## src/hdl/fpd_pkg.sv

```systemverilog
// ============================================================================
// fpd_pkg
// Types and constants shared by the flight phase detector.
// ============================================================================
package fpd_pkg;

    typedef enum logic [2:0] {
        PH_PREFLIGHT = 3'd0,
        PH_POWERED   = 3'd1,
        PH_COASTING  = 3'd2,
        PH_DESCENT   = 3'd3,
        PH_LANDED    = 3'd4
    } phase_t;

    typedef enum logic [2:0] {
        EV_NONE    = 3'd0,
        EV_LAUNCH  = 3'd1,
        EV_BURNOUT = 3'd2,
        EV_APOGEE  = 3'd3,
        EV_LANDING = 3'd4
    } event_t;

    typedef enum logic [2:0] {
        REG_LAUNCH_ALT    = 3'd0,
        REG_LAUNCH_VEL    = 3'd1,
        REG_BURNOUT_ACCEL = 3'd2,
        REG_BURNOUT_VEL   = 3'd3,
        REG_APOGEE_MIN    = 3'd4,
        REG_APOGEE_COUNT  = 3'd5,
        REG_LAND_ALT      = 3'd6,
        REG_PYRO_HOLD     = 3'd7
    } reg_idx_t;

    localparam logic ACT_TICK  = 1'b0;
    localparam logic ACT_START = 1'b1;

    localparam int PADDR_W = 5;

    localparam logic signed [21:0] GRAVITY_MMS2    = 22'sd9807;
    localparam logic signed [17:0] DESCENT_VEL_CMS = -18'sd50;
    localparam logic signed [17:0] LAND_VEL_CMS    = 18'sd100;
    localparam logic [3:0]         DESCENT_SAT     = 4'd15;

    typedef struct packed {
        logic [16:0] launch_alt_cm;
        logic [16:0] launch_vel_cms;
        logic [18:0] burnout_accel_mms2;
        logic [16:0] burnout_vel_cms;
        logic [19:0] apogee_min_alt_cm;
        logic [3:0]  apogee_confirm_count;
        logic [19:0] land_alt_cm;
        logic [15:0] pyro_hold_ms;
    } cfg_t;

endpackage

```

## src/hdl/fpd_tick_if.sv

```systemverilog
// ============================================================================
// fpd_tick_if
// Input channel: one sensor tick or start command per transaction.
// ============================================================================
interface fpd_tick_if;
    logic               valid;
    logic               ready;
    logic               action;
    logic signed [24:0] altitude_cm;
    logic signed [17:0] vel_up_cms;
    logic signed [19:0] accel_z_mms2;
    logic signed [16:0] accel_bias_mms2;
    logic [31:0]        now_ms;

    modport source (
        output valid, action, altitude_cm, vel_up_cms, accel_z_mms2,
               accel_bias_mms2, now_ms,
        input  ready
    );

    modport sink (
        input  valid, action, altitude_cm, vel_up_cms, accel_z_mms2,
               accel_bias_mms2, now_ms,
        output ready
    );
endinterface

```

## src/hdl/fpd_result_if.sv

```systemverilog
// ============================================================================
// fpd_result_if
// Output channel: phase, event code and pyro level per transaction.
// ============================================================================
interface fpd_result_if;
    logic       valid;
    logic       ready;
    logic [2:0] phase;
    logic [2:0] event_code;
    logic       pyro_on;

    modport source (
        output valid, phase, event_code, pyro_on,
        input  ready
    );

    modport sink (
        input  valid, phase, event_code, pyro_on,
        output ready
    );
endinterface

```

## src/hdl/flight_phase_detector.sv

```systemverilog
// ============================================================================
// flight_phase_detector
// Tracks rocket flight phase from fused sensor ticks and fires the apogee pyro.
// ============================================================================
//  channel  dir  kind        content
//  -------  ---  ----------  ---------------------------------------------
//  tick     in   valid/ready action, altitude, velocity, accel, bias, time
//  result   out  valid/ready phase, event code, pyro level
//  apb      io   APB r/w     eight threshold/timing registers at 4*i
//
//  One transaction per cycle while result.ready stays high; an accepted
//  tick goes into the input register, then through the phase logic into
//  the result register, where the result is valid.
//  While a result waits for ready the input register takes one more tick,
//  then tick.ready drops until the result is taken.
//  Reset clears phase, descent count, pyro state and loads register defaults.
// ============================================================================
module flight_phase_detector (
    input  logic                         clk,
    input  logic                         rst_n,
    fpd_tick_if.sink                     tick,
    fpd_result_if.source                 result,
    input  logic                         psel,
    input  logic                         penable,
    input  logic                         pwrite,
    input  logic [fpd_pkg::PADDR_W-1:0]  paddr,
    input  logic [31:0]                  pwdata,
    output logic [31:0]                  prdata,
    output logic                         pready
);

    fpd_pkg::cfg_t cfg;

    fpd_cfg_regs u_cfg (
        .clk     (clk),
        .rst_n   (rst_n),
        .psel    (psel),
        .penable (penable),
        .pwrite  (pwrite),
        .paddr   (paddr),
        .pwdata  (pwdata),
        .prdata  (prdata),
        .pready  (pready),
        .cfg     (cfg)
    );

    // input register
    logic               s1_valid_reg;
    logic               s1_action_reg;
    logic signed [24:0] s1_alt_reg;
    logic signed [17:0] s1_vel_reg;
    logic signed [19:0] s1_az_reg;
    logic signed [16:0] s1_bias_reg;
    logic [31:0]        s1_now_reg;

    // flight state
    fpd_pkg::phase_t    phase_reg, phase_next;
    logic [3:0]         descent_reg, descent_next;
    logic               pyro_active_reg, pyro_active_next;
    logic [31:0]        pyro_start_reg, pyro_start_next;

    // result register
    logic               res_valid_reg;
    fpd_pkg::phase_t    res_phase_reg;
    fpd_pkg::event_t    res_event_reg;
    logic               res_pyro_reg;
    fpd_pkg::event_t    event_next;

    logic tick_fire;
    logic out_free;
    logic advance;

    assign out_free   = !res_valid_reg || result.ready;
    assign advance    = s1_valid_reg && out_free;
    assign tick.ready = !s1_valid_reg || out_free;
    assign tick_fire  = tick.valid && tick.ready;

    // condition logic
    logic signed [21:0] net_accel;
    logic [21:0]        net_accel_abs;
    logic [31:0]        pyro_elapsed;
    logic               pyro_expired;
    logic               launch_hit;
    logic               burnout_hit;
    logic               descent_hit;
    logic [3:0]         ticks_inc;
    logic               apogee_hit;
    logic               land_hit;

    assign net_accel     = 22'(s1_az_reg) - 22'(s1_bias_reg) - fpd_pkg::GRAVITY_MMS2;
    assign net_accel_abs = net_accel[21] ? 22'(-net_accel) : 22'(net_accel);
    assign pyro_elapsed  = s1_now_reg - pyro_start_reg;
    assign pyro_expired  = pyro_active_reg && (pyro_elapsed > {16'd0, cfg.pyro_hold_ms});

    assign launch_hit  = (s1_alt_reg > $signed({8'd0, cfg.launch_alt_cm}))
                      || (s1_vel_reg > $signed({1'b0, cfg.launch_vel_cms}));
    assign burnout_hit = (net_accel_abs < {3'd0, cfg.burnout_accel_mms2})
                      && (s1_vel_reg > $signed({1'b0, cfg.burnout_vel_cms}));
    assign descent_hit = (s1_vel_reg < fpd_pkg::DESCENT_VEL_CMS)
                      && (s1_alt_reg > $signed({5'd0, cfg.apogee_min_alt_cm}));
    assign ticks_inc   = (descent_reg == fpd_pkg::DESCENT_SAT) ? descent_reg
                                                               : descent_reg + 4'd1;
    assign apogee_hit  = descent_hit && (ticks_inc >= cfg.apogee_confirm_count);
    assign land_hit    = (s1_alt_reg < $signed({5'd0, cfg.land_alt_cm}))
                      && (s1_vel_reg < fpd_pkg::LAND_VEL_CMS)
                      && (s1_vel_reg > -fpd_pkg::LAND_VEL_CMS);

    // next state
    always_comb
    begin
        phase_next       = phase_reg;
        descent_next     = descent_reg;
        pyro_active_next = pyro_active_reg;
        pyro_start_next  = pyro_start_reg;
        if (s1_action_reg == fpd_pkg::ACT_START)
        begin
            phase_next   = fpd_pkg::PH_PREFLIGHT;
            descent_next = 4'd0;
        end
        else
        begin
            if (pyro_expired)
            begin
                pyro_active_next = 1'b0;
            end
            unique case (phase_reg)
                fpd_pkg::PH_PREFLIGHT:
                begin
                    if (launch_hit)
                    begin
                        phase_next = fpd_pkg::PH_POWERED;
                    end
                end
                fpd_pkg::PH_POWERED:
                begin
                    if (burnout_hit)
                    begin
                        phase_next = fpd_pkg::PH_COASTING;
                    end
                end
                fpd_pkg::PH_COASTING:
                begin
                    if (apogee_hit)
                    begin
                        phase_next       = fpd_pkg::PH_DESCENT;
                        pyro_active_next = 1'b1;
                        pyro_start_next  = s1_now_reg;
                        descent_next     = 4'd0;
                    end
                    else if (descent_hit)
                    begin
                        descent_next = ticks_inc;
                    end
                    else
                    begin
                        descent_next = 4'd0;
                    end
                end
                fpd_pkg::PH_DESCENT:
                begin
                    if (land_hit)
                    begin
                        phase_next = fpd_pkg::PH_LANDED;
                    end
                end
                default:
                begin
                    phase_next = phase_reg;
                end
            endcase
        end
    end

    // event output
    always_comb
    begin
        event_next = fpd_pkg::EV_NONE;
        if (s1_action_reg == fpd_pkg::ACT_TICK)
        begin
            unique case (phase_reg)
                fpd_pkg::PH_PREFLIGHT:
                    event_next = launch_hit ? fpd_pkg::EV_LAUNCH : fpd_pkg::EV_NONE;
                fpd_pkg::PH_POWERED:
                    event_next = burnout_hit ? fpd_pkg::EV_BURNOUT : fpd_pkg::EV_NONE;
                fpd_pkg::PH_COASTING:
                    event_next = apogee_hit ? fpd_pkg::EV_APOGEE : fpd_pkg::EV_NONE;
                fpd_pkg::PH_DESCENT:
                    event_next = land_hit ? fpd_pkg::EV_LANDING : fpd_pkg::EV_NONE;
                default:
                    event_next = fpd_pkg::EV_NONE;
            endcase
        end
    end

    always_ff @(posedge clk or negedge rst_n)
    begin
        if (!rst_n)
        begin
            s1_valid_reg    <= 1'b0;
            res_valid_reg   <= 1'b0;
            phase_reg       <= fpd_pkg::PH_PREFLIGHT;
            descent_reg     <= 4'd0;
            pyro_active_reg <= 1'b0;
            pyro_start_reg  <= 32'd0;
        end
        else
        begin
            if (tick_fire)
            begin
                s1_valid_reg <= 1'b1;
            end
            else if (advance)
            begin
                s1_valid_reg <= 1'b0;
            end

            if (advance)
            begin
                res_valid_reg   <= 1'b1;
                phase_reg       <= phase_next;
                descent_reg     <= descent_next;
                pyro_active_reg <= pyro_active_next;
                pyro_start_reg  <= pyro_start_next;
            end
            else if (result.ready)
            begin
                res_valid_reg <= 1'b0;
            end
        end
    end

    always_ff @(posedge clk)
    begin
        if (tick_fire)
        begin
            s1_action_reg <= tick.action;
            s1_alt_reg    <= tick.altitude_cm;
            s1_vel_reg    <= tick.vel_up_cms;
            s1_az_reg     <= tick.accel_z_mms2;
            s1_bias_reg   <= tick.accel_bias_mms2;
            s1_now_reg    <= tick.now_ms;
        end
        if (advance)
        begin
            res_phase_reg <= phase_next;
            res_event_reg <= event_next;
            res_pyro_reg  <= pyro_active_next;
        end
    end

    assign result.valid      = res_valid_reg;
    assign result.phase      = res_phase_reg;
    assign result.event_code = res_event_reg;
    assign result.pyro_on    = res_pyro_reg;

endmodule

```

## src/hdl/fpd_cfg_regs.sv

```systemverilog
// ============================================================================
// fpd_cfg_regs
// APB register file holding the detector thresholds and pyro hold time.
// ============================================================================
module fpd_cfg_regs (
    input  logic                         clk,
    input  logic                         rst_n,
    input  logic                         psel,
    input  logic                         penable,
    input  logic                         pwrite,
    input  logic [fpd_pkg::PADDR_W-1:0]  paddr,
    input  logic [31:0]                  pwdata,
    output logic [31:0]                  prdata,
    output logic                         pready,
    output fpd_pkg::cfg_t                cfg
);

    fpd_pkg::cfg_t    cfg_reg;
    fpd_pkg::cfg_t    cfg_next;
    fpd_pkg::reg_idx_t idx;
    logic             wr_en;

    assign pready = 1'b1;
    assign wr_en  = psel && penable && pwrite && pready;
    assign idx    = fpd_pkg::reg_idx_t'(paddr[fpd_pkg::PADDR_W-1:2]);
    assign cfg    = cfg_reg;

    always_comb
    begin
        cfg_next = cfg_reg;
        if (wr_en)
        begin
            unique case (idx)
                fpd_pkg::REG_LAUNCH_ALT:    cfg_next.launch_alt_cm        = pwdata[16:0];
                fpd_pkg::REG_LAUNCH_VEL:    cfg_next.launch_vel_cms       = pwdata[16:0];
                fpd_pkg::REG_BURNOUT_ACCEL: cfg_next.burnout_accel_mms2   = pwdata[18:0];
                fpd_pkg::REG_BURNOUT_VEL:   cfg_next.burnout_vel_cms      = pwdata[16:0];
                fpd_pkg::REG_APOGEE_MIN:    cfg_next.apogee_min_alt_cm    = pwdata[19:0];
                fpd_pkg::REG_APOGEE_COUNT:  cfg_next.apogee_confirm_count = pwdata[3:0];
                fpd_pkg::REG_LAND_ALT:      cfg_next.land_alt_cm          = pwdata[19:0];
                fpd_pkg::REG_PYRO_HOLD:     cfg_next.pyro_hold_ms         = pwdata[15:0];
                default:                    cfg_next = cfg_reg;
            endcase
        end
    end

    always_comb
    begin
        unique case (idx)
            fpd_pkg::REG_LAUNCH_ALT:    prdata = {15'd0, cfg_reg.launch_alt_cm};
            fpd_pkg::REG_LAUNCH_VEL:    prdata = {15'd0, cfg_reg.launch_vel_cms};
            fpd_pkg::REG_BURNOUT_ACCEL: prdata = {13'd0, cfg_reg.burnout_accel_mms2};
            fpd_pkg::REG_BURNOUT_VEL:   prdata = {15'd0, cfg_reg.burnout_vel_cms};
            fpd_pkg::REG_APOGEE_MIN:    prdata = {12'd0, cfg_reg.apogee_min_alt_cm};
            fpd_pkg::REG_APOGEE_COUNT:  prdata = {28'd0, cfg_reg.apogee_confirm_count};
            fpd_pkg::REG_LAND_ALT:      prdata = {12'd0, cfg_reg.land_alt_cm};
            fpd_pkg::REG_PYRO_HOLD:     prdata = {16'd0, cfg_reg.pyro_hold_ms};
            default:                    prdata = 32'd0;
        endcase
    end

    always_ff @(posedge clk or negedge rst_n)
    begin
        if (!rst_n)
        begin
            cfg_reg.launch_alt_cm        <= 17'd500;
            cfg_reg.launch_vel_cms       <= 17'd500;
            cfg_reg.burnout_accel_mms2   <= 19'd2000;
            cfg_reg.burnout_vel_cms      <= 17'd1000;
            cfg_reg.apogee_min_alt_cm    <= 20'd1500;
            cfg_reg.apogee_confirm_count <= 4'd3;
            cfg_reg.land_alt_cm          <= 20'd1000;
            cfg_reg.pyro_hold_ms         <= 16'd1000;
        end
        else
        begin
            cfg_reg <= cfg_next;
        end
    end

endmodule

```

## src/flat_wrapper.sv

```systemverilog
// flat-port wrapper written by rule: the top's interface ports become plain ports
module flight_phase_detector_flat 
  (clk, rst_n, psel, penable, pwrite, paddr, pwdata, prdata, pready, tick_valid, tick_action, tick_altitude_cm, tick_vel_up_cms, tick_accel_z_mms2, tick_accel_bias_mms2, tick_now_ms, tick_ready, result_valid, result_phase, result_event_code, result_pyro_on, result_ready);
  fpd_tick_if tick_i ();
  fpd_result_if result_i ();
  input  logic clk;
  input  logic rst_n;
  input  logic psel;
  input  logic penable;
  input  logic pwrite;
  input  logic [fpd_pkg::PADDR_W-1:0] paddr;
  input  logic [31:0] pwdata;
  output logic [31:0] prdata;
  output logic pready;
  input wire logic [$bits(tick_i.valid)-1:0] tick_valid;
  input wire logic [$bits(tick_i.action)-1:0] tick_action;
  input wire logic [$bits(tick_i.altitude_cm)-1:0] tick_altitude_cm;
  input wire logic [$bits(tick_i.vel_up_cms)-1:0] tick_vel_up_cms;
  input wire logic [$bits(tick_i.accel_z_mms2)-1:0] tick_accel_z_mms2;
  input wire logic [$bits(tick_i.accel_bias_mms2)-1:0] tick_accel_bias_mms2;
  input wire logic [$bits(tick_i.now_ms)-1:0] tick_now_ms;
  output wire logic [$bits(tick_i.ready)-1:0] tick_ready;
  output wire logic [$bits(result_i.valid)-1:0] result_valid;
  output wire logic [$bits(result_i.phase)-1:0] result_phase;
  output wire logic [$bits(result_i.event_code)-1:0] result_event_code;
  output wire logic [$bits(result_i.pyro_on)-1:0] result_pyro_on;
  input wire logic [$bits(result_i.ready)-1:0] result_ready;
  assign tick_i.valid = tick_valid;
  assign tick_i.action = tick_action;
  assign tick_i.altitude_cm = tick_altitude_cm;
  assign tick_i.vel_up_cms = tick_vel_up_cms;
  assign tick_i.accel_z_mms2 = tick_accel_z_mms2;
  assign tick_i.accel_bias_mms2 = tick_accel_bias_mms2;
  assign tick_i.now_ms = tick_now_ms;
  assign tick_ready = tick_i.ready;
  assign result_valid = result_i.valid;
  assign result_phase = result_i.phase;
  assign result_event_code = result_i.event_code;
  assign result_pyro_on = result_i.pyro_on;
  assign result_i.ready = result_ready;
  flight_phase_detector u_core (.clk(clk), .rst_n(rst_n), .tick(tick_i), .result(result_i), .psel(psel), .penable(penable), .pwrite(pwrite), .paddr(paddr), .pwdata(pwdata), .prdata(prdata), .pready(pready));
endmodule
```

## config.mk

```make
export PLATFORM = sky130hd
export DESIGN_NAME = flight_phase_detector_flat
export DESIGN_NICKNAME = d
export VERILOG_FILES = /design/src/hdl/fpd_pkg.sv /design/src/hdl/fpd_tick_if.sv /design/src/hdl/fpd_result_if.sv /design/src/hdl/flight_phase_detector.sv /design/src/hdl/fpd_cfg_regs.sv /design/src/flat_wrapper.sv
export SDC_FILE = /design/constraint.sdc
export NUM_CORES = 1
export LEC_CHECK = 0
export BUFFER_PORTS_ARGS = -buffer_cell sky130_fd_sc_hd__buf_2
export CORE_MARGIN = 4
export CORE_UTILIZATION = 50
export CTS_CLUSTER_DIAMETER = 200
export DETAILED_ROUTE_END_ITERATION = 6
export HOLD_SLACK_MARGIN = 0.15
export PLACE_DENSITY = 0.77
export SLEW_MARGIN = 20
export SYNTH_ARGS = -nofsm -noshare
export SYNTH_HDL_FRONTEND = slang
export SYNTH_SLANG_ARGS = --single-unit
```

## constraint.sdc

```tcl
create_clock -name clk -period 7.4 [get_ports clk]
set_input_delay 0.74 -clock clk [delete_from_list [all_inputs] [get_ports clk]]
set_output_delay 0.74 -clock clk [all_outputs]
set_load 0.1 [all_outputs]
```

==> flow_summary_export.csv, run 1 <==
group,metric,value,unit
timing,setup_violations,0,
detailed_routing,wl_per_cell,18.6,µm
placement,hpwl,36700,µm
timing,fin_crit_sh,88.4,%
yosys,synth-seq-area-share,42.9,%
yosys,synth.ff_latch_count,292,
layout,layout.nets,2439,
power,p_per_area,254,nW/µm²
floorplanning,dieArea,40300,µm²
yosys,synth_edf_count,120,
setup_path,cp-startpoint,"u_core.s1_bias_reg[0]$_DFFE_PP_",
setup_path,cp.required,7720,ps
floorplanning,die_w,201,µm
run_status,status,"completed",
cts,root_buffer,"clkbuf_16",
cts,cts_tree,"yes",
yosys,avgSynthCellArea,9.53,µm²
grt,use_met2,38.3,%
cts,cts_setup_buffers,0,
min_path,hold_path.class,"input pin to async pin",
layout,final_common_cell,"o21ai_0",
floorplanning,core_region_area,36600,µm²
timing,finalClockSkew,24.7,ps
cts,cts_buffer_depth,3,
grt,grt_max_degree,77,
grt,grt_pass1_vias,14932,
floorplanning,row_count,70,
detailed_routing,routed_via_density,5.82,
detailed_routing,routed_wl,48300,µm
layout,final_cell_mix,"222 x o21ai_0, 205 x inv_1, 204 x nand2_1, 181 x ha_1, 170 x buf_2",
yosys,synth_async_sr_flop_share,58.9,%
layout,drive_above_1_share,15.8,%
floorplanning,fp.dieH,201,µm
floorplanning,io-pin-count,199,
grt,grt_overflow,0,
setup_path,cpPeakStageDelay,410,ps
detailed_routing,drt-pass1-iter-count,5,
yosys,synth.cell_area,18600,µm²
floorplanning,initial_core_util,50.7,%
detailed_routing,vias,15098,
setup_path,cp-start-kind,"register",
layout,fillers,3199,
setup_path,crit_top_cell,"o21ai_0",
flow_run,cap_violations,0,
layout,area_delta_synth_final,12.1,%
timing,rsz0062_at_grt,"no",
layout,diodes,0,
setup_path,critPathArrivalTime,6860,ps
grt,grt.met1_usage,31.6,%
setup_path,critical_path_class,"register to register",
placement,routabilityCongestion,0.960,
timing,fmax,0.153,GHz
cts,htreeDepth,1,
cts,clkLatencyLatePin,600,ps
cts,holdBufCountCts,0,
timing,timing.final.crit_period,6540,ps
grt,antenna_found_initial,3,
timing,hold_viol,0,
timing,tightest_slew,1010,ps
yosys,synthCells,1947,
detailed_routing,drc,0,
grt,busiest_layer,"met2",
detailed_routing,drtAntennaViolNets,0,
grt,track_usage,23.4,%
yosys,yosysWarnings,0,
timing,slew_headroom,31.8,%
timing,setup_slack,857,ps
setup_path,r2r_start,"u_core.s1_bias_reg[0]$_DFFE_PP_",
timing,maxSlewViolCount,0,
cts,cts-buffers-inserted,31,
grt,gr-usage-met3,3.88,%
timing,tns,0,ps
placement,numPortBuffers,171,
layout,largest_register_ffs,130,
detailed_routing,drt_iter0_markers,1238,
setup_path,slowest_stage,"fa_1",
placement,dp_slack,909,ps
yosys,ys_types,93,
cts,clock-sinks,292,
power,p_leak,9.48,nW
setup_path,critPathCaptureType,"register",
yosys,synth-main-ff-cell,"dfrtp_1",
setup_path,path_max_fanout,9,
power,vdd_drop_max,0.000195,V
cts,path_clk_slew,60,ps
cts,cts_resized,0,
grt,grt_first_pass_wirelength,77400,µm
==> per-layer routing <==
layer / vias up / wire length, µm
met2: 549 / 22200
met4: 6 / 2110
li1: 7251 / -
met1: 7162 / 20800
met3: 130 / 3240
met5: - / 47
==> power breakdown <==
group	internal, mW	switching, mW	total [mW]
Sequential	1.95	0.131	2.09
Combinational	0.605	1.06	1.67
Clock	0.868	0.657	1.52
Total	3.43	1.85	5.28
==> per-stage QoR <==
| step | hold WS (ps) | std cells | cell area [µm²] | total power, mW | utilization, % |
|---|---|---|---|---|---|
| floorplan | 444 | 1958 | 18600 | 3.32 | - |
| global placement | 470 | 2534 | 19800 | 3.69 | 54.2 |
| detailed placement | 477 | 2534 | 19800 | 3.76 | 54.2 |
| CTS | 217 | 2592 | 20800 | 5.30 | 56.9 |
| global route | 246 | 2592 | 20800 | 5.60 | 56.9 |
| finish | 198 | 2592 | 20800 | 5.28 | 56.9 |
==> area by class of cell <==
class | count | area [µm²] | share of cell area [%]
inverter | 205 | 769 | 3.70
timing repair buffer | 185 | 967 | 4.65
sequential | 292 | 7960 | 38.3
tap | 468 | 586 | 2.81
multi-input combinational | 1384 | 9550 | 45.9
clock buffer | 46 | 893 | 4.29
clock inverter | 12 | 93.8 | 0.451
==> worst max-delay path: cells and delay by family (launching register included) <==
kind	cells	cell delay, ps
simple gates	5	1030
flops	1	360
xor+xnor	1	170
fa+ha+maj	3	900
compound gates	17	3830
==> worst paths after layout <==
kind	to	slack (ps)	depth (start not counted)
worst max-delay path	u_core.result.phase[0]$_DFFE_PP_	860	26
worst min-delay path	u_core.pyro_start_reg[5]$_DFFE_PN0P_	200	1
worst max register to register	u_core.result.phase[0]$_DFFE_PP_	860	26
worst min register to register	u_core.pyro_start_reg[12]$_DFFE_PN0P_	470	2
max in group asynchronous	u_core.u_cfg.cfg[107]$_DFFE_PN0P_	6000	2
min in group clk	u_core.s1_vel_reg[0]$_DFFE_PP_	320	1
==> logic make-up after synthesis <==
| logic type | Yosys count | share of synthesized area [%] |
|---|---|---|
| compound gates | 551 | 18.6 |
| simple gates | 509 | 13.0 |
| flops | 292 | 42.9 |
| buf+inv | 282 | 6.03 |
| fa+ha+maj | 183 | 12.4 |
| xor+xnor | 68 | 3.45 |
| mux | 60 | 3.55 |
| other cells | 2 | 0.0405 |
==> cell usage after synthesis, types with 34 or more instances <==
cell	number	share of area (%)
nand2_1	204	4.1
clkbuf_1	54	1.1
xnor2_1	47	2.2
dfrtp_1	127	17
a21o_1	53	2.1
edfxtp_1	120	19
nand4_1	34	1.1
nor2_1	101	2.0
o21ai_0	222	6.0
dfstp_2	45	6.4
nand3_1	39	1.1
a21oi_1	104	2.8
ha_1	181	12
inv_1	205	4.1
(Power assumes the default switching activity.)
==> run 2, diff against run 1 <==
- CORE_MARGIN: 4 -> default
==> flow_summary_export.csv, run 2 (same netlist as run 1, synthesis figures left out) <==
group,metric,value,unit
run_status,status,"completed",
cts,cts-buffers-inserted,34,
grt,antenna_found_initial,4,
layout,area_delta_synth_final,12.3,%
setup_path,cp-start-kind,"register",
layout,fin_util,56.9,%
detailed_routing,vias,14983,
cts,clock-sinks,292,
detailed_routing,drtAntennaViolNets,0,
layout,final_cell_mix,"222 x o21ai_0, 205 x inv_1, 204 x nand2_1, 181 x ha_1, 170 x buf_2",
layout,largest_register_ffs,130,
grt,grt_max_degree,99,
timing,tightest_slew,1000,ps
detailed_routing,drt_iter0_markers,1083,
cts,cts_tree,"yes",
floorplanning,fp.dieH,195,µm
setup_path,critPathCaptureType,"register",
floorplanning,io-pin-count,199,
floorplanning,initial_core_util,50.7,%
setup_path,critPathTopFamily,"compound AO/OA/AOI/OAI gates",
setup_path,slowest_stage,"fa_1",
timing,setup_violations,0,
setup_path,cpPeakStageDelay,410,ps
cts,cts_resized,0,
floorplanning,dieArea,37900,µm²
placement,hpwl,36200,µm
setup_path,cp.required,7670,ps
power,p_per_area,255,nW/µm²
layout,final_common_cell,"o21ai_0",
grt,grt_overflow,0,
power,p_leak,9.48,nW
timing,fin_crit_sh,88.9,%
timing,hold_viol,0,
timing,fmax,0.152,GHz
grt,grt_first_pass_wirelength,75300,µm
cts,cts_buffer_depth,3,
floorplanning,die_w,195,µm
cts,path_clk_slew,60,ps
setup_path,crit_buf_inv,0,
cts,cts_setup_buffers,0,
min_path,hold_path.class,"input pin to async pin",
placement,routabilityCongestion,0.928,
cts,root_buffer,"clkbuf_16",
timing,tns,0,ps
timing,rsz0062_at_grt,"no",
detailed_routing,routed_via_density,5.76,
setup_path,crit_top_cell,"o21ai_0",
cts,htreeDepth,2,
setup_path,critPathArrivalTime,6840,ps
floorplanning,core_region_area,36600,µm²
layout,drive_above_1_share,15.6,%
setup_path,r2r_slack,820,ps
cts,holdBufCountCts,0,
layout,layout.nets,2441,
floorplanning,row_count,70,
placement,numPortBuffers,171,
grt,grt_pass1_vias,14444,
timing,finalClockSkew,24.9,ps
grt,track_usage,25.3,%
flow_run,cap_violations,0,
timing,maxSlewViolCount,0,
detailed_routing,drt-pass1-iter-count,6,
power,vdd_drop_max,0.000185,V
setup_path,critical_path_class,"register to register",
setup_path,path_max_fanout,9,
detailed_routing,wl_per_cell,18.5,µm
timing,timing.final.crit_period,6580,ps
detailed_routing,drc,0,
timing,slew_headroom,32.8,%
detailed_routing,routed_wl,48100,µm
cts,clkLatencyLatePin,550,ps
==> run 2: cell count changes in the layout (fill, tap and decap cells not counted), moves of 2 or more <==
cell | previous run | this run
clkbuf_1 | 10 | 14
clkbuf_16 | 32 | 34
clkbuf_8 | 4 | 2
clkinv_1 | 1 | 3
diode_2 | 0 | 4
==> run 2: per-layer routing <==
metal / GRT usage, % / up-vias / share of wire (%) / routed length (µm)
li1: - / 7256 / - / -
met1: 32.9 / 7059 / 43 / 20700
met2: 41.0 / 544 / 46 / 22200
met3: 4.49 / 120 / 6.5 / 3130
met4: 11.8 / 4 / 4.2 / 2040
met5: 0 / - / 0.056 / 27
==> run 2: power by group <==
group	internal (mW)	total, mW	switching (mW)
sequential	1.95	2.09	0.134
combinational	0.606	1.67	1.06
clock	0.878	1.55	0.674
total	3.44	5.31	1.87
==> run 2: worst paths after layout <==
check                      cells after the start                                    to                             from
min in group clk                               1        u_core.s1_vel_reg[0]$_DFFE_PP_               tick_vel_up_cms[0]
setup reg to reg                              26      u_core.result.phase[0]$_DFFE_PP_  u_core.s1_bias_reg[0]$_DFFE_PP_
hold reg to reg                                2  u_core.pyro_start_reg[9]$_DFFE_PN0P_   u_core.s1_now_reg[9]$_DFFE_PP_
hold / removal                                 1  u_core.pyro_start_reg[6]$_DFFE_PN0P_                            rst_n
setup / recovery                              26      u_core.result.phase[0]$_DFFE_PP_  u_core.s1_bias_reg[0]$_DFFE_PP_
max in group asynchronous                      2      u_core.u_cfg.cfg[39]$_DFFE_PN0P_                            rst_n
==> run 2: worst reg2reg max path: stages, from the launching register on <==
cell and delay (ps):
edfxtp_1 370, ha_1 250, fa_1 410, nand2b_1 210, a211oi_2 290, o21ai_0 240, o221ai_1 330, a31oi_1 220
a211o_1 410, nor4b_2 360, o21ai_1 180, nand2_1 310, nand2_1 120, xnor2_1 140, ha_1 260, a21boi_0 110
o21ai_0 160, nand2b_1 70, a21oi_1 130, o21ai_0 110, a2111oi_0 410, o21ai_0 180, a41oi_1 360, o311ai_0 200
a21oi_1 210, a21o_2 210, o41ai_2 70
==> run 2: metrics by stage <==
stage / instance area [µm²] / hold WS [ps] / cells / power [mW] / setup slack (ps)
2_1_floorplan: 18600 / 444 / 1958 / 3.32 / 1810
3_3_place_gp: 19800 / 473 / 2533 / 3.69 / 1050
3_5_place_dp: 19800 / 476 / 2533 / 3.76 / 903
4_1_cts: 20800 / 334 / 2595 / 5.34 / 869
5_1_grt: 20800 / 349 / 2595 / 5.61 / 111
6_report: 20800 / 321 / 2599 / 5.31 / 824
==> run 2: area by class of cell <==
cell class,count,area (µm²)
inverter,205,769
sequential,292,7960
tap,468,586
clock inverter,12,77.6
multi-input combinational,1384,9550
fill,3226,15800
clock buffer,50,931
timing repair buffer,184,960
antenna,4,10.0
==> run 3, diff against run 2 <==
- CAP_MARGIN: default -> 15
- clock period: 7.4 -> 6.3 ns (I/O delays scaled with it)
==> flow_summary_export.csv, run 3 (same netlist as run 1, synthesis figures left out) <==
group,metric,value,unit
detailed_routing,drc,0,
timing,timing.final.crit_period,5850,ps
setup_path,cp-startpoint,"u_core.s1_bias_reg[0]$_DFFE_PP_",
floorplanning,dieArea,37900,µm²
detailed_routing,vias,15240,
grt,grt_overflow,0,
setup_path,r2r_slack,450,ps
power,p_per_area,309,nW/µm²
detailed_routing,drtAntennaViolNets,0,
setup_path,cp.required,6590,ps
cts,clkLatencyLatePin,560,ps
cts,root_buffer,"clkbuf_16",
setup_path,critPathArrivalTime,6130,ps
setup_path,reg2reg_depth,24,
cts,clock-sinks,292,
floorplanning,io-pin-count,199,
min_path,hold_path.class,"input pin to register",
detailed_routing,routed_via_density,5.81,
floorplanning,fp.dieH,195,µm
layout,final_cells,2624,
cts,cts_tree,"yes",
grt,track_usage,25.7,%
layout,drive_above_1_share,17.5,%
flow_run,cap_violations,0,
cts,path_clk_slew,60,ps
setup_path,path_max_fanout,6,
floorplanning,die_w,195,µm
setup_path,critical_path_class,"register to register",
grt,grt_pass1_vias,14689,
grt,grt_max_degree,73,
detailed_routing,routed_wl,48500,µm
placement,numPortBuffers,171,
placement,dp.cells,2547,
timing,fin_crit_sh,92.8,%
floorplanning,row_count,70,
timing,setup_violations,0,
layout,largest_register_ffs,130,
layout,layout.nets,2466,
timing,maxSlewViolCount,0,
timing,tightest_slew,1020,ps
run_status,status,"completed",
placement,routabilityCongestion,0.950,
setup_path,r2r_end,"u_core.result.phase[0]$_DFFE_PP_",
detailed_routing,drt_iter0_markers,1086,
layout,final_common_cell,"o21ai_0",
timing,hold_viol,0,
setup_path,critPathCaptureType,"register",
grt,grt_first_pass_wirelength,76800,µm
layout,area_delta_synth_final,14.9,%
power,total_power,6.60,mW
cts,cts_buffer_depth,3,
setup_path,endpoint,"u_core.result.phase[0]$_DFFE_PP_",
floorplanning,initial_core_util,50.7,%
cts,cts-buffers-inserted,34,
setup_path,r2r_start,"u_core.s1_bias_reg[0]$_DFFE_PP_",
power,p_leak,9.73,nW
timing,slew_headroom,31.2,%
setup_path,cp-start-kind,"register",
detailed_routing,wl_per_cell,18.5,µm
timing,finalClockSkew,19.8,ps
layout,final_cell_mix,"218 x o21ai_0, 205 x inv_1, 203 x nand2_1, 181 x ha_1, 170 x buf_2",
cts,htreeDepth,2,
timing,fmax,0.171,GHz
detailed_routing,drt-pass1-iter-count,6,
placement,hpwl,36400,µm
power,vdd_drop_max,0.000244,V
layout,fillers,3132,
floorplanning,core_region_area,36600,µm²
grt,antenna_found_initial,5,
-- run 3: cell count changes in the layout (fill, tap and decap cells not counted), sizes merged --
cell | previous run | this run
bufinv | 0 | 6
buf | 184 | 208
clkbuf | 50 | 47
clkinvlp | 1 | 0
clkinv | 9 | 7
dlygate4sd3 | 0 | 1
-- run 3: power breakdown --
| group | switching, mW | internal, mW |
|---|---|---|
| Sequential | 0.154 | 2.30 |
| Combinational | 1.28 | 0.766 |
| Clock | 0.806 | 1.30 |
-- run 3: what timing repair did --
action	4_1_cts	5_1_grt
endpoints found under the hold margin	42	0
endpoints found under the setup margin	0	5
hold buffers	1	0
gates resized for setup	0	27
setup buffers	0	10
-- run 3: critical path: stages, from the launching register on --
cell	delay (ps)
edfxtp_1	370
ha_1	250
fa_2	380
nand2b_2	230
a211oi_4	350
nor2_1	170
xnor2_4	210
a211oi_4	380
nand3_1	160
a211oi_1	340
nand3_1	210
nor4_4	330
nor2_1	80
xnor2_1	190
ha_1	280
a211oi_1	260
buf_4	160
o21ai_0	70
a31oi_1	140
o41ai_1	160
a41oi_2	220
o311ai_0	170
a21oi_1	200
a21o_2	200
o41ai_2	70
-- run 3: routing by layer --
| layer | vias to the layer above | track usage (%) | routed length (µm) |
|---|---|---|---|
| met1 | 7281 | 33.2 | 20700 |
| met3 | 116 | 4.88 | 3330 |
| met4 | 6 | 11.4 | 1930 |
| met5 | - | 0 | 37 |
| met2 | 510 | 41.9 | 22500 |
| li1 | 7327 | - | - |
-- run 3: per-stage QoR --
step	hold slack (ps)	setup WS, ps	util (%)	TNS [ps]	instance area (µm²)
CTS	218	101	57.7	0	21100
detailed placement	486	161	54.4	0	19900
floorplan	334	710	-	0	18600
finish	243	455	58.3	0	21300
global route	227	-57.8	58.3	-108	21300
global placement	472	243	54.4	0	19900
-- run 3: final cells by class --
type / count / area, µm² / share of cell area [%]
diodes: 4 / 10.0 / 0.0469
well taps: 468 / 586 / 2.74
multi-input cells: 1384 / 9680 / 45.3
clock buffers: 47 / 941 / 4.41
inverters: 205 / 769 / 3.61
repair buffers: 209 / 1150 / 5.39
flip-flops and latches: 292 / 7960 / 37.3
clock inverters: 15 / 243 / 1.14
-- run 3: worst min path at each step --
stage	start	cells after the start	endpoint
2_1_floorplan	rst_n	0	u_core.descent_reg[0]$_DFFE_PN0P_
3_3_place_gp	u_core.s1_valid_reg$_DFFE_PN0P_	1	u_core.result.valid$_DFFE_PN0P_
3_5_place_dp	u_core.s1_now_reg[20]$_DFFE_PP_	2	u_core.pyro_start_reg[20]$_DFFE_PN0P_
4_1_cts	tick_vel_up_cms[0]	1	u_core.s1_vel_reg[0]$_DFFE_PP_
5_1_grt	tick_vel_up_cms[5]	1	u_core.s1_vel_reg[5]$_DFFE_PP_
6_report	tick_vel_up_cms[11]	1	u_core.s1_vel_reg[11]$_DFFE_PP_
